--- config.mk ---
export PLATFORM = sky130hd
export DESIGN_NAME = pcm_record_deframer_unit_flat
export DESIGN_NICKNAME = d
export VERILOG_FILES = /design/src/design/pcmrd_pkg.sv /design/src/design/pcmrd_ifs.sv /design/src/design/pcmrd_front.sv /design/src/design/pcmrd_queue.sv /design/src/design/pcmrd_back.sv /design/src/design/pcm_record_deframer_unit.sv /design/src/flat_wrapper.sv
export VERILOG_INCLUDE_DIRS = /design/src /design/src/design
export SDC_FILE = /design/constraint.sdc
export NUM_CORES = 2
export LEC_CHECK = 0
export ABC_CLOCK_PERIOD_IN_PS = 27000
export BUFFER_PORTS_ARGS = -buffer_cell sky130_fd_sc_hd__buf_4
export CORE_MARGIN = 5
export CORE_UTILIZATION = 55
export CTS_CLUSTER_SIZE = 8
export DETAILED_ROUTE_END_ITERATION = 7
export PLACE_DENSITY = 0.72
export SLEW_MARGIN = 5
export SYNTH_ARGS = -nofsm -noshare
export SYNTH_HDL_FRONTEND = slang
export SYNTH_HIERARCHICAL = 1
export SYNTH_SLANG_ARGS = --single-unit
--- constraint.sdc ---
create_clock -name clk -period 27 [get_ports clk]
set_input_delay 5.4 -clock clk [delete_from_list [all_inputs] [get_ports clk]]
set_output_delay 5.4 -clock clk [all_outputs]
set_load 0.03 [all_outputs]
--- src/design/pcm_record_deframer_unit_defines.svh ---
// Assertion macros used by the record deframer top level.
`ifndef PCM_RECORD_DEFRAMER_UNIT_DEFINES_SVH
`define PCM_RECORD_DEFRAMER_UNIT_DEFINES_SVH

// Same-cycle implication, sampled on clk and disabled during reset.
`define PCMRD_ASSERT_IMPL(lbl, ante, cons) \
  lbl: assert property (@(posedge clk) disable iff (!rst_n) (ante) |-> (cons)) \
    else $error("deframer check failed");

// Next-cycle implication, sampled on clk and disabled during reset.
`define PCMRD_ASSERT_NEXT(lbl, ante, cons) \
  lbl: assert property (@(posedge clk) disable iff (!rst_n) (ante) |=> (cons)) \
    else $error("deframer sequence check failed");

`endif

--- src/design/pcmrd_pkg.sv ---
// Package with constants, codes and types of the record deframer.
`default_nettype none
package pcmrd_pkg;

  localparam int HdrLen     = 48;
  localparam int MaxSamples = 2048;
  localparam int CntW       = 16;
  localparam int PosW       = 13;
  localparam int PayloadW   = 13;
  localparam int IdxW       = 11;
  localparam int CfgIdxW    = 3;
  localparam int CfgDataW   = 32;
  localparam int QPtrW      = 2;
  localparam int QDepth     = 1 << QPtrW;

  typedef enum logic [1:0] {
    KIND_HEADER = 2'd0,
    KIND_SAMPLE = 2'd1,
    KIND_ERROR  = 2'd2
  } kind_t;

  typedef enum logic [1:0] {
    ERR_OK       = 2'd0,
    ERR_FRAMING  = 2'd1,
    ERR_METADATA = 2'd2
  } err_t;

  typedef enum logic [CfgIdxW-1:0] {
    CFG_MAGIC     = 3'd0,
    CFG_VERSION   = 3'd1,
    CFG_HDR_BYTES = 3'd2,
    CFG_PAYLOAD   = 3'd3,
    CFG_FRAMES    = 3'd4,
    CFG_FLAG_MASK = 3'd5
  } cfg_idx_t;

  typedef struct packed {
    kind_t          kind;
    err_t           err;
    logic [31:0]    gen;
    logic [31:0]    flags;
    logic [63:0]    first_pos;
    logic [63:0]    tstamp;
    logic [31:0]    frames;
    logic [15:0]    sval;
    logic [IdxW-1:0] sidx;
    logic           last;
  } res_t;

  typedef struct packed {
    logic           full;
    logic           empty;
    logic [QPtrW:0] count;
  } q_stat_t;

endpackage
`default_nettype wire

--- src/design/pcmrd_ifs.sv ---
// Valid/ready channel interfaces for record bytes and deframed words.
`default_nettype none
interface pcmrd_in_if;
  logic       valid;
  logic       ready;
  logic [7:0] data_byte;
  logic       record_start;

  modport source (output valid, output data_byte, output record_start, input ready);
  modport sink (input valid, input data_byte, input record_start, output ready);
endinterface

interface pcmrd_out_if;
  logic               valid;
  logic               ready;
  logic [1:0]         item_kind;
  logic [1:0]         error_code;
  logic [31:0]        stream_gen;
  logic [31:0]        flag_bits;
  logic [63:0]        first_position;
  logic [63:0]        timestamp_ns;
  logic [31:0]        frames_in_record;
  logic signed [15:0] sample_value;
  logic [10:0]        sample_index;
  logic               last_sample;

  modport source (output valid, output item_kind, output error_code, output stream_gen,
                  output flag_bits, output first_position, output timestamp_ns,
                  output frames_in_record, output sample_value, output sample_index,
                  output last_sample, input ready);
  modport sink (input valid, input item_kind, input error_code, input stream_gen,
                input flag_bits, input first_position, input timestamp_ns,
                input frames_in_record, input sample_value, input sample_index,
                input last_sample, output ready);
endinterface
`default_nettype wire

--- src/design/pcmrd_front.sv ---
// Front end: configuration, byte tracking, header assembly and checks.
`default_nettype none
module pcmrd_front (
  input  wire logic                          clk,
  input  wire logic                          rst_n,
  pcmrd_in_if.sink                           in_ch,
  input  wire logic                          cfg_we,
  input  wire logic [pcmrd_pkg::CfgIdxW-1:0] cfg_index,
  input  wire logic [pcmrd_pkg::CfgDataW-1:0] cfg_wdata,
  input  wire logic                          q_full,
  output logic                               q_push,
  output pcmrd_pkg::res_t                    q_entry
);
  import pcmrd_pkg::*;

  logic [31:0]         magic_r;
  logic [15:0]         version_r;
  logic [7:0]          hdr_bytes_r;
  logic [PayloadW-1:0] payload_r;
  logic [31:0]         frames_r;
  logic [31:0]         flag_mask_r;

  logic [PosW-1:0] pos_r, pos_nxt;
  logic [63:0]     hdr_r [6];
  logic [63:0]     hdr_nxt [6];
  logic            accepted_r, accepted_nxt;
  logic            done_r, done_nxt;
  logic [7:0]      low_byte_r, low_byte_nxt;

  logic            accept;
  logic            st;
  logic [PosW-1:0] pos_e;
  logic            acc_e;
  logic            done_e;
  logic [2:0]      widx;
  logic [63:0]     w5_new;
  logic            framing_bad;
  logic            meta_bad;
  logic [CntW-1:0] half_payload;
  logic [CntW-1:0] scount;
  logic [PosW-1:0] first;
  logic [PosW-1:0] rel;
  logic [CntW-1:0] idx;
  logic            last_s;
  kind_t           kind;
  err_t            err;

  assign in_ch.ready = !q_full;
  assign accept      = in_ch.valid && in_ch.ready;
  assign st          = in_ch.record_start;

  assign pos_e  = st ? '0 : pos_r;
  assign acc_e  = st ? 1'b0 : accepted_r;
  assign done_e = st ? 1'b0 : done_r;
  assign widx   = pos_e[5:3];
  assign w5_new = {hdr_r[5][55:0], in_ch.data_byte};

  assign framing_bad = (hdr_r[0][63:32] != magic_r) || (hdr_r[0][31:16] != version_r) ||
                       (hdr_r[0][15:0] != {8'd0, hdr_bytes_r}) ||
                       (hdr_r[4][31:0] != {{(32-PayloadW){1'b0}}, payload_r}) ||
                       (w5_new != 64'd0);
  assign meta_bad    = (hdr_r[1][63:32] == 32'd0) || (hdr_r[4][63:32] != frames_r) ||
                       ((hdr_r[1][31:0] & ~flag_mask_r) != 32'd0);

  assign half_payload = CntW'(payload_r[PayloadW-1:1]);
  assign scount = (half_payload > CntW'(MaxSamples)) ? CntW'(MaxSamples) : half_payload;
  assign first  = (hdr_bytes_r < 8'(HdrLen)) ? PosW'(HdrLen) : PosW'(hdr_bytes_r);
  assign rel    = pos_e - first;
  assign idx    = CntW'(rel[PosW-1:1]);
  assign last_s = (idx + CntW'(1)) >= scount;

  always_comb begin
    pos_nxt      = pos_r;
    accepted_nxt = accepted_r;
    done_nxt     = done_r;
    low_byte_nxt = low_byte_r;
    for (int w = 0; w < 6; w++) begin
      hdr_nxt[w] = hdr_r[w];
    end
    q_push = 1'b0;
    kind   = KIND_HEADER;
    err    = ERR_OK;
    if (accept) begin
      if (st) begin
        pos_nxt      = '0;
        accepted_nxt = 1'b0;
        done_nxt     = 1'b0;
        low_byte_nxt = 8'd0;
        for (int w = 0; w < 6; w++) begin
          hdr_nxt[w] = 64'd0;
        end
      end
      if (!done_e) begin
        pos_nxt = pos_e + PosW'(1);
        if (pos_e < PosW'(HdrLen)) begin
          hdr_nxt[widx] = {hdr_nxt[widx][55:0], in_ch.data_byte};
          if (pos_e == PosW'(HdrLen - 1)) begin
            q_push = 1'b1;
            if (framing_bad) begin
              kind     = KIND_ERROR;
              err      = ERR_FRAMING;
              done_nxt = 1'b1;
            end else if (meta_bad) begin
              kind     = KIND_ERROR;
              err      = ERR_METADATA;
              done_nxt = 1'b1;
            end else begin
              accepted_nxt = 1'b1;
              done_nxt     = (scount == '0);
            end
          end
        end else if (!acc_e) begin
          done_nxt = 1'b1;
        end else if (pos_e >= first) begin
          if (!rel[0]) begin
            low_byte_nxt = in_ch.data_byte;
          end else begin
            q_push = 1'b1;
            kind   = KIND_SAMPLE;
            if (last_s) begin
              done_nxt = 1'b1;
            end
          end
        end
      end
    end
  end

  always_comb begin
    q_entry           = '0;
    q_entry.kind      = kind;
    q_entry.err       = err;
    q_entry.gen       = hdr_r[1][63:32];
    q_entry.flags     = hdr_r[1][31:0];
    q_entry.first_pos = hdr_r[2];
    q_entry.tstamp    = hdr_r[3];
    q_entry.frames    = hdr_r[4][63:32];
    q_entry.sval      = {in_ch.data_byte, low_byte_r};
    q_entry.sidx      = idx[IdxW-1:0];
    q_entry.last      = last_s;
  end

  always_ff @(posedge clk) begin
    if (!rst_n) begin
      magic_r     <= 32'd0;
      version_r   <= 16'd0;
      hdr_bytes_r <= 8'(HdrLen);
      payload_r   <= '0;
      frames_r    <= 32'd0;
      flag_mask_r <= 32'd0;
    end else if (cfg_we) begin
      case (cfg_idx_t'(cfg_index))
        CFG_MAGIC:     magic_r     <= cfg_wdata;
        CFG_VERSION:   version_r   <= cfg_wdata[15:0];
        CFG_HDR_BYTES: hdr_bytes_r <= cfg_wdata[7:0];
        CFG_PAYLOAD:   payload_r   <= cfg_wdata[PayloadW-1:0];
        CFG_FRAMES:    frames_r    <= cfg_wdata;
        CFG_FLAG_MASK: flag_mask_r <= cfg_wdata;
        default: ;
      endcase
    end
  end

  always_ff @(posedge clk) begin
    if (!rst_n) begin
      pos_r      <= '0;
      accepted_r <= 1'b0;
      done_r     <= 1'b1;
    end else begin
      pos_r      <= pos_nxt;
      accepted_r <= accepted_nxt;
      done_r     <= done_nxt;
    end
  end

  always_ff @(posedge clk) begin
    low_byte_r <= low_byte_nxt;
    for (int w = 0; w < 6; w++) begin
      hdr_r[w] <= hdr_nxt[w];
    end
  end

endmodule
`default_nettype wire

--- src/design/pcmrd_queue.sv ---
// Short register queue between the front end and the output stage.
`default_nettype none
module pcmrd_queue (
  input  wire logic            clk,
  input  wire logic            rst_n,
  input  wire logic            push,
  input  wire pcmrd_pkg::res_t wr_entry,
  input  wire logic            pop,
  output pcmrd_pkg::res_t      rd_entry,
  output pcmrd_pkg::q_stat_t   stat
);
  import pcmrd_pkg::*;

  res_t             mem_r [QDepth];
  logic [QPtrW-1:0] wr_ptr_r;
  logic [QPtrW-1:0] rd_ptr_r;
  logic [QPtrW:0]   count_r;

  assign rd_entry   = mem_r[rd_ptr_r];
  assign stat.full  = (count_r == (QPtrW + 1)'(QDepth));
  assign stat.empty = (count_r == '0);
  assign stat.count = count_r;

  always_ff @(posedge clk) begin
    if (!rst_n) begin
      wr_ptr_r <= '0;
      rd_ptr_r <= '0;
      count_r  <= '0;
    end else begin
      if (push) begin
        wr_ptr_r <= wr_ptr_r + QPtrW'(1);
      end
      if (pop) begin
        rd_ptr_r <= rd_ptr_r + QPtrW'(1);
      end
      if (push && !pop) begin
        count_r <= count_r + (QPtrW + 1)'(1);
      end else if (pop && !push) begin
        count_r <= count_r - (QPtrW + 1)'(1);
      end
    end
  end

  always_ff @(posedge clk) begin
    if (push) begin
      mem_r[wr_ptr_r] <= wr_entry;
    end
  end

endmodule
`default_nettype wire

--- src/design/pcmrd_back.sv ---
// Output stage: formats each queued word by kind and holds it for the sink.
`default_nettype none
module pcmrd_back (
  input  wire logic               clk,
  input  wire logic               rst_n,
  input  wire pcmrd_pkg::res_t    head,
  input  wire pcmrd_pkg::q_stat_t stat,
  output logic                    pop,
  pcmrd_out_if.source             out_ch
);
  import pcmrd_pkg::*;

  logic out_valid_r;
  res_t res_r, res_nxt;

  assign pop = !stat.empty && (!out_valid_r || out_ch.ready);

  always_comb begin
    res_nxt = head;
    if (head.kind != KIND_HEADER) begin
      res_nxt.gen       = 32'd0;
      res_nxt.flags     = 32'd0;
      res_nxt.first_pos = 64'd0;
      res_nxt.tstamp    = 64'd0;
      res_nxt.frames    = 32'd0;
    end
    if (head.kind != KIND_SAMPLE) begin
      res_nxt.sval = 16'd0;
      res_nxt.sidx = '0;
      res_nxt.last = 1'b0;
    end
  end

  always_ff @(posedge clk) begin
    if (!rst_n) begin
      out_valid_r <= 1'b0;
    end else if (pop) begin
      out_valid_r <= 1'b1;
    end else if (out_ch.ready) begin
      out_valid_r <= 1'b0;
    end
  end

  always_ff @(posedge clk) begin
    if (pop) begin
      res_r <= res_nxt;
    end
  end

  assign out_ch.valid            = out_valid_r;
  assign out_ch.item_kind        = res_r.kind;
  assign out_ch.error_code       = res_r.err;
  assign out_ch.stream_gen       = res_r.gen;
  assign out_ch.flag_bits        = res_r.flags;
  assign out_ch.first_position   = res_r.first_pos;
  assign out_ch.timestamp_ns     = res_r.tstamp;
  assign out_ch.frames_in_record = res_r.frames;
  assign out_ch.sample_value     = $signed(res_r.sval);
  assign out_ch.sample_index     = res_r.sidx;
  assign out_ch.last_sample      = res_r.last;

endmodule
`default_nettype wire

--- src/design/pcm_record_deframer_unit.sv ---
// Top level of the PCM record deframer: front end, word queue and output stage.
// A word caused by a byte is written into the queue and then into the output register.
// Throughput: one byte per cycle; the four-entry queue and output register absorb sink stalls.
// The input stalls only when the queue is full, i.e. when the sink has held off for a while.
// Reset (synchronous, active low) clears the queue and output, loads configuration defaults
// and leaves the block waiting for a byte that carries the record start mark.
`default_nettype none
`include "pcm_record_deframer_unit_defines.svh"
module pcm_record_deframer_unit (
  input  wire logic                           clk,
  input  wire logic                           rst_n,
  pcmrd_in_if.sink                            in_ch,
  pcmrd_out_if.source                         out_ch,
  input  wire logic                           cfg_we,
  input  wire logic [pcmrd_pkg::CfgIdxW-1:0]  cfg_index,
  input  wire logic [pcmrd_pkg::CfgDataW-1:0] cfg_wdata
);
  import pcmrd_pkg::*;

  logic    q_push;
  logic    q_pop;
  res_t    q_wr_entry;
  res_t    q_rd_entry;
  q_stat_t q_stat;
  logic    out_err;

  pcmrd_front u_front (
    .clk       (clk),
    .rst_n     (rst_n),
    .in_ch     (in_ch),
    .cfg_we    (cfg_we),
    .cfg_index (cfg_index),
    .cfg_wdata (cfg_wdata),
    .q_full    (q_stat.full),
    .q_push    (q_push),
    .q_entry   (q_wr_entry)
  );

  pcmrd_queue u_queue (
    .clk      (clk),
    .rst_n    (rst_n),
    .push     (q_push),
    .wr_entry (q_wr_entry),
    .pop      (q_pop),
    .rd_entry (q_rd_entry),
    .stat     (q_stat)
  );

  pcmrd_back u_back (
    .clk    (clk),
    .rst_n  (rst_n),
    .head   (q_rd_entry),
    .stat   (q_stat),
    .pop    (q_pop),
    .out_ch (out_ch)
  );

  assign out_err = out_ch.valid && (out_ch.item_kind == KIND_ERROR);

  `PCMRD_ASSERT_IMPL(a_no_overflow, q_push, !q_stat.full)
  `PCMRD_ASSERT_IMPL(a_no_underflow, q_pop, !q_stat.empty)
  `PCMRD_ASSERT_NEXT(a_count_up, q_push && !q_pop, q_stat.count == $past(q_stat.count) + 1'b1)
  `PCMRD_ASSERT_IMPL(a_error_coded, out_err, out_ch.error_code != ERR_OK)

endmodule
`default_nettype wire

--- src/flat_wrapper.sv ---
// flat-port wrapper written by rule: the top's interface ports become plain ports
module pcm_record_deframer_unit_flat import pcmrd_pkg::*;
  (clk, rst_n, cfg_we, cfg_index, cfg_wdata, in_ch_valid, in_ch_data_byte, in_ch_record_start, in_ch_ready, out_ch_valid, out_ch_item_kind, out_ch_error_code, out_ch_stream_gen, out_ch_flag_bits, out_ch_first_position, out_ch_timestamp_ns, out_ch_frames_in_record, out_ch_sample_value, out_ch_sample_index, out_ch_last_sample, out_ch_ready);
  pcmrd_in_if in_ch_i ();
  pcmrd_out_if out_ch_i ();
  input  wire logic clk;
  input  wire logic rst_n;
  input  wire logic cfg_we;
  input  wire logic [pcmrd_pkg::CfgIdxW-1:0] cfg_index;
  input  wire logic [pcmrd_pkg::CfgDataW-1:0] cfg_wdata;
  input wire logic [$bits(in_ch_i.valid)-1:0] in_ch_valid;
  input wire logic [$bits(in_ch_i.data_byte)-1:0] in_ch_data_byte;
  input wire logic [$bits(in_ch_i.record_start)-1:0] in_ch_record_start;
  output wire logic [$bits(in_ch_i.ready)-1:0] in_ch_ready;
  output wire logic [$bits(out_ch_i.valid)-1:0] out_ch_valid;
  output wire logic [$bits(out_ch_i.item_kind)-1:0] out_ch_item_kind;
  output wire logic [$bits(out_ch_i.error_code)-1:0] out_ch_error_code;
  output wire logic [$bits(out_ch_i.stream_gen)-1:0] out_ch_stream_gen;
  output wire logic [$bits(out_ch_i.flag_bits)-1:0] out_ch_flag_bits;
  output wire logic [$bits(out_ch_i.first_position)-1:0] out_ch_first_position;
  output wire logic [$bits(out_ch_i.timestamp_ns)-1:0] out_ch_timestamp_ns;
  output wire logic [$bits(out_ch_i.frames_in_record)-1:0] out_ch_frames_in_record;
  output wire logic [$bits(out_ch_i.sample_value)-1:0] out_ch_sample_value;
  output wire logic [$bits(out_ch_i.sample_index)-1:0] out_ch_sample_index;
  output wire logic [$bits(out_ch_i.last_sample)-1:0] out_ch_last_sample;
  input wire logic [$bits(out_ch_i.ready)-1:0] out_ch_ready;
  assign in_ch_i.valid = in_ch_valid;
  assign in_ch_i.data_byte = in_ch_data_byte;
  assign in_ch_i.record_start = in_ch_record_start;
  assign in_ch_ready = in_ch_i.ready;
  assign out_ch_valid = out_ch_i.valid;
  assign out_ch_item_kind = out_ch_i.item_kind;
  assign out_ch_error_code = out_ch_i.error_code;
  assign out_ch_stream_gen = out_ch_i.stream_gen;
  assign out_ch_flag_bits = out_ch_i.flag_bits;
  assign out_ch_first_position = out_ch_i.first_position;
  assign out_ch_timestamp_ns = out_ch_i.timestamp_ns;
  assign out_ch_frames_in_record = out_ch_i.frames_in_record;
  assign out_ch_sample_value = out_ch_i.sample_value;
  assign out_ch_sample_index = out_ch_i.sample_index;
  assign out_ch_last_sample = out_ch_i.last_sample;
  assign out_ch_i.ready = out_ch_ready;
  pcm_record_deframer_unit u_core (.clk(clk), .rst_n(rst_n), .in_ch(in_ch_i), .out_ch(out_ch_i), .cfg_we(cfg_we), .cfg_index(cfg_index), .cfg_wdata(cfg_wdata));
endmodule
==> flow_summary.json <==
{
  "outcome": "finished, violations left",
  "violations": "DRC",
  "ys_seq_area_frac": 0.720,
  "totalWireLength_um": 185000,
  "die_area_um2": 142000,
  "ant_nets": 0,
  "max_freq_mhz": 98.9,
  "synthDistinctLibCells": 72,
  "crit_path_start": "in_ch_record_start",
  "min_path_type": "flop to flop",
  "initial_core_util": 0.553,
  "ctsResizeCount": 0,
  "grt_start_max_net_pins": 237,
  "synth_seq_cells": 1822,
  "antenna_found_initial": 26,
  "clk_pin_slew_worst_paths_ns": 0.05,
  "cp.required_ns": 27.48,
  "io_pins": 307,
  "ir_drop_mv": 0.0827,
  "rsz0062_at_grt": "false",
  "grt_pass1_wl_um": 273000,
  "crit_top_cell": "buf_4",
  "slowest_delay_ns": 0.78,
  "powerDensity_nw_per_um2": 99.7,
  "critPathCaptureType": "flop",
  "layout-drive-gt1-share": 0.207,
  "syn2layout_area_growth_pct": 14.4,
  "wl_met1_um": 71500,
  "cts.sinks": 1822,
  "core_um2": 133000,
  "yosysWarnings": 6,
  "cts-root-buf": "clkbuf_16",
  "die_w_um": 376,
  "ys.flop_type": "edfxtp_1",
  "fin_area_um2": 84500,
  "drc": 12,
  "crit_family": "buffers and inverters",
  "hold_path_startpoint": "u_core/u_front/flag_mask_r[2]",
  "first_pass_iters": 8,
  "layout_common_cells": "edfxtp_1 (1664), nand3_1 (393), buf_4 (375)",
  "wl_per_cell_um": 27.5,
  "worstMarginPinSlew_ns": 1.38,
  "maxCapViolations": 0,
  "met3_length_um": 20600,
  "critPathMaxFanout": 56,
  "postCtsSetupRepairBufs": 0,
  "fin_crit_ns": 10.12,
  "grt_pass1_vias": 41100,
  "via_count": 42400,
  "leakagePower_nw": 27.9,
  "hold_violations": 0,
  "setup_violations": 0,
  "clk_latency_ns": 0.90,
  "synth_area_leaders": "edfxtp_1 (68%), mux4_2 (9.5%), dfxtp_1 (4.3%)",
  "start_kind": "input port",
  "io_buffers": 306,
  "gr-usage-all-layers": 0.258,
  "post-route-period-util": 0.375,
  "rows": 134,
  "critPathKind": "input port to flop",
  "fillers": 9372,
  "drt_iter0_markers": 5735,
  "wl_met2_um": 87400,
  "cts_tree": "done",
  "cp.arrival_ns": 10.60,
  "dpl_cell_area_um2": 77000,
  "synth_top_area_frac": 0.677,
  "synth_nets": 4609,
  "syn_inst": 4531,
  "syn_area_um2": 73800,
  "slew_headroom": 0.0823,
  "cts_hold_buffers": 0,
  "drt-vias-per-instance": 6.32,
  "dp_hpwl_um": 117000,
  "final_common_cell": "edfxtp_1",
  "ys_async_sr_fraction": 0,
  "gp_routability_congestion": 0.963,
  "skew_ns": 0.0536,
  "syn_area_per_cell_um2": 16.3,
  "die_height_um": 376,
  "maxSlewViolCount": 0,
  "crit_path_top_delay_cell": "buf_4",
  "highest_layer": "met5",
  "synth-edff-count": 1664,
  "path_cells": "buf_4 > nand2b_1 > inv_1 > ha_1 > o21ai_0 > a21bo_2 > a31oi_1 > o31ai_1 > a211oi_1 > nor3b_1 > or2_2 > and2_4 > buf_4 > buf_4",
  "synth_top_area_cell": "edfxtp_1",
  "grt_overflow": 0,
  "r2r-start": "u_core/u_front/pos_r[4]",
  "nets": 4932,
  "clock_path_buffers": 4,
  "setup_tns_ns": 0,
  "htreeDepth": 5,
  "cts-buffers-inserted": 278,
  "critical_path_buf_inv_count": 4
}
==> area by class of cell <==
cell class | count | area [um2] | area share
sequential | 1822 | 53100 | 0.629
multi-input combinational | 2316 | 18500 | 0.219
clock buffer | 345 | 7380 | 0.0874
timing repair buffer | 377 | 2840 | 0.0336
tap | 1768 | 2210 | 0.0262
inverter | 59 | 231 | 0.00274
clock inverter | 8 | 73.8 | 0.000874
antenna | 16 | 40.0 | 0.000474
==> worst reg2reg max path: stages, from the launching register on <==
cell       delay, ns
dfxtp_2         0.87
nor2b_1         0.41
ha_1            0.29
o2111ai_1       0.31
a31oi_1         0.31
o31ai_1         0.13
a211oi_1        0.32
nor3b_1         0.48
or2_2           0.29
and2_4          0.66
buf_4           0.71
buf_4           0.90
==> synth_stat cells, types with 50 or more instances <==
cell type	instances
inv_1	59
clkbuf_1	132
a21oi_1	144
dfxtp_1	158
o21ai_0	345
buf_2	50
nand2_1	323
mux4_2	312
nand3_1	394
and2_1	265
a222oi_1	56
xnor2_1	97
edfxtp_1	1664
buf_1	58
==> registers in the layout (all words and copies together), names as in the netlist, 32 cells and up, named ones only <==
register,count
u_core/u_front/magic_r,32
u_core/u_front/flag_mask_r,32
u_core/u_back/out_ch.frames_in_record,32
u_core/u_front/hdr_r,376
u_core/u_back/out_ch.first_position,64
u_core/u_back/out_ch.flag_bits,32
u_core/u_queue/mem_r,1024
u_core/u_back/out_ch.timestamp_ns,64
u_core/u_back/out_ch.stream_gen,32
u_core/u_front/frames_r,32
==> per-stage QoR <==
step	total power, mW	hold slack [ns]	instances	utilization	setup slack (ns)
finish	8.42	0.457	6711	0.633	16.88
global route	8.72	0.470	6697	0.633	16.62
CTS	8.49	0.453	6694	0.632	17.01
detailed placement	5.48	0.446	6341	0.577	16.12
global placement	5.46	0.442	6341	0.577	16.11
floorplan	5.00	0.436	4531	-	2.12
==> report_power, final <==
group	internal, mW	switching [mW]	total, mW
clock network	1.88	1.12	2.99
logic	0.570	0.950	1.52
registers	3.58	0.321	3.90
==> path summary, 6_finish.rpt <==
check,endpoint,slack [ns],depth (start not counted)
worst max-delay path,u_core/u_queue/mem_r[0][98],16.88,14
worst min-delay path,u_core/u_front/flag_mask_r[2],0.46,2
worst max register to register,u_core/u_queue/mem_r[0][98],20.89,11
worst min register to register,u_core/u_front/flag_mask_r[2],0.46,2
==> per-layer routing <==
layer  track usage  vias up
met2         0.396     2443
met3        0.0712      351
met1         0.365    21400
li1              -    18200
met4        0.0788       18
met5             0        -
==> kinds of logic after synthesis <==
kind of cell | share of synthesized area
buffers and inverters | 0.0306
AND/OR/NAND/NOR | 0.0827
multiplexers | 0.0967
adder cells (fa/ha/maj) | 0.00512
flip-flops | 0.720
XOR/XNOR | 0.0144
AO/OA/AOI/OAI | 0.0508
(Power assumes the default switching activity.)
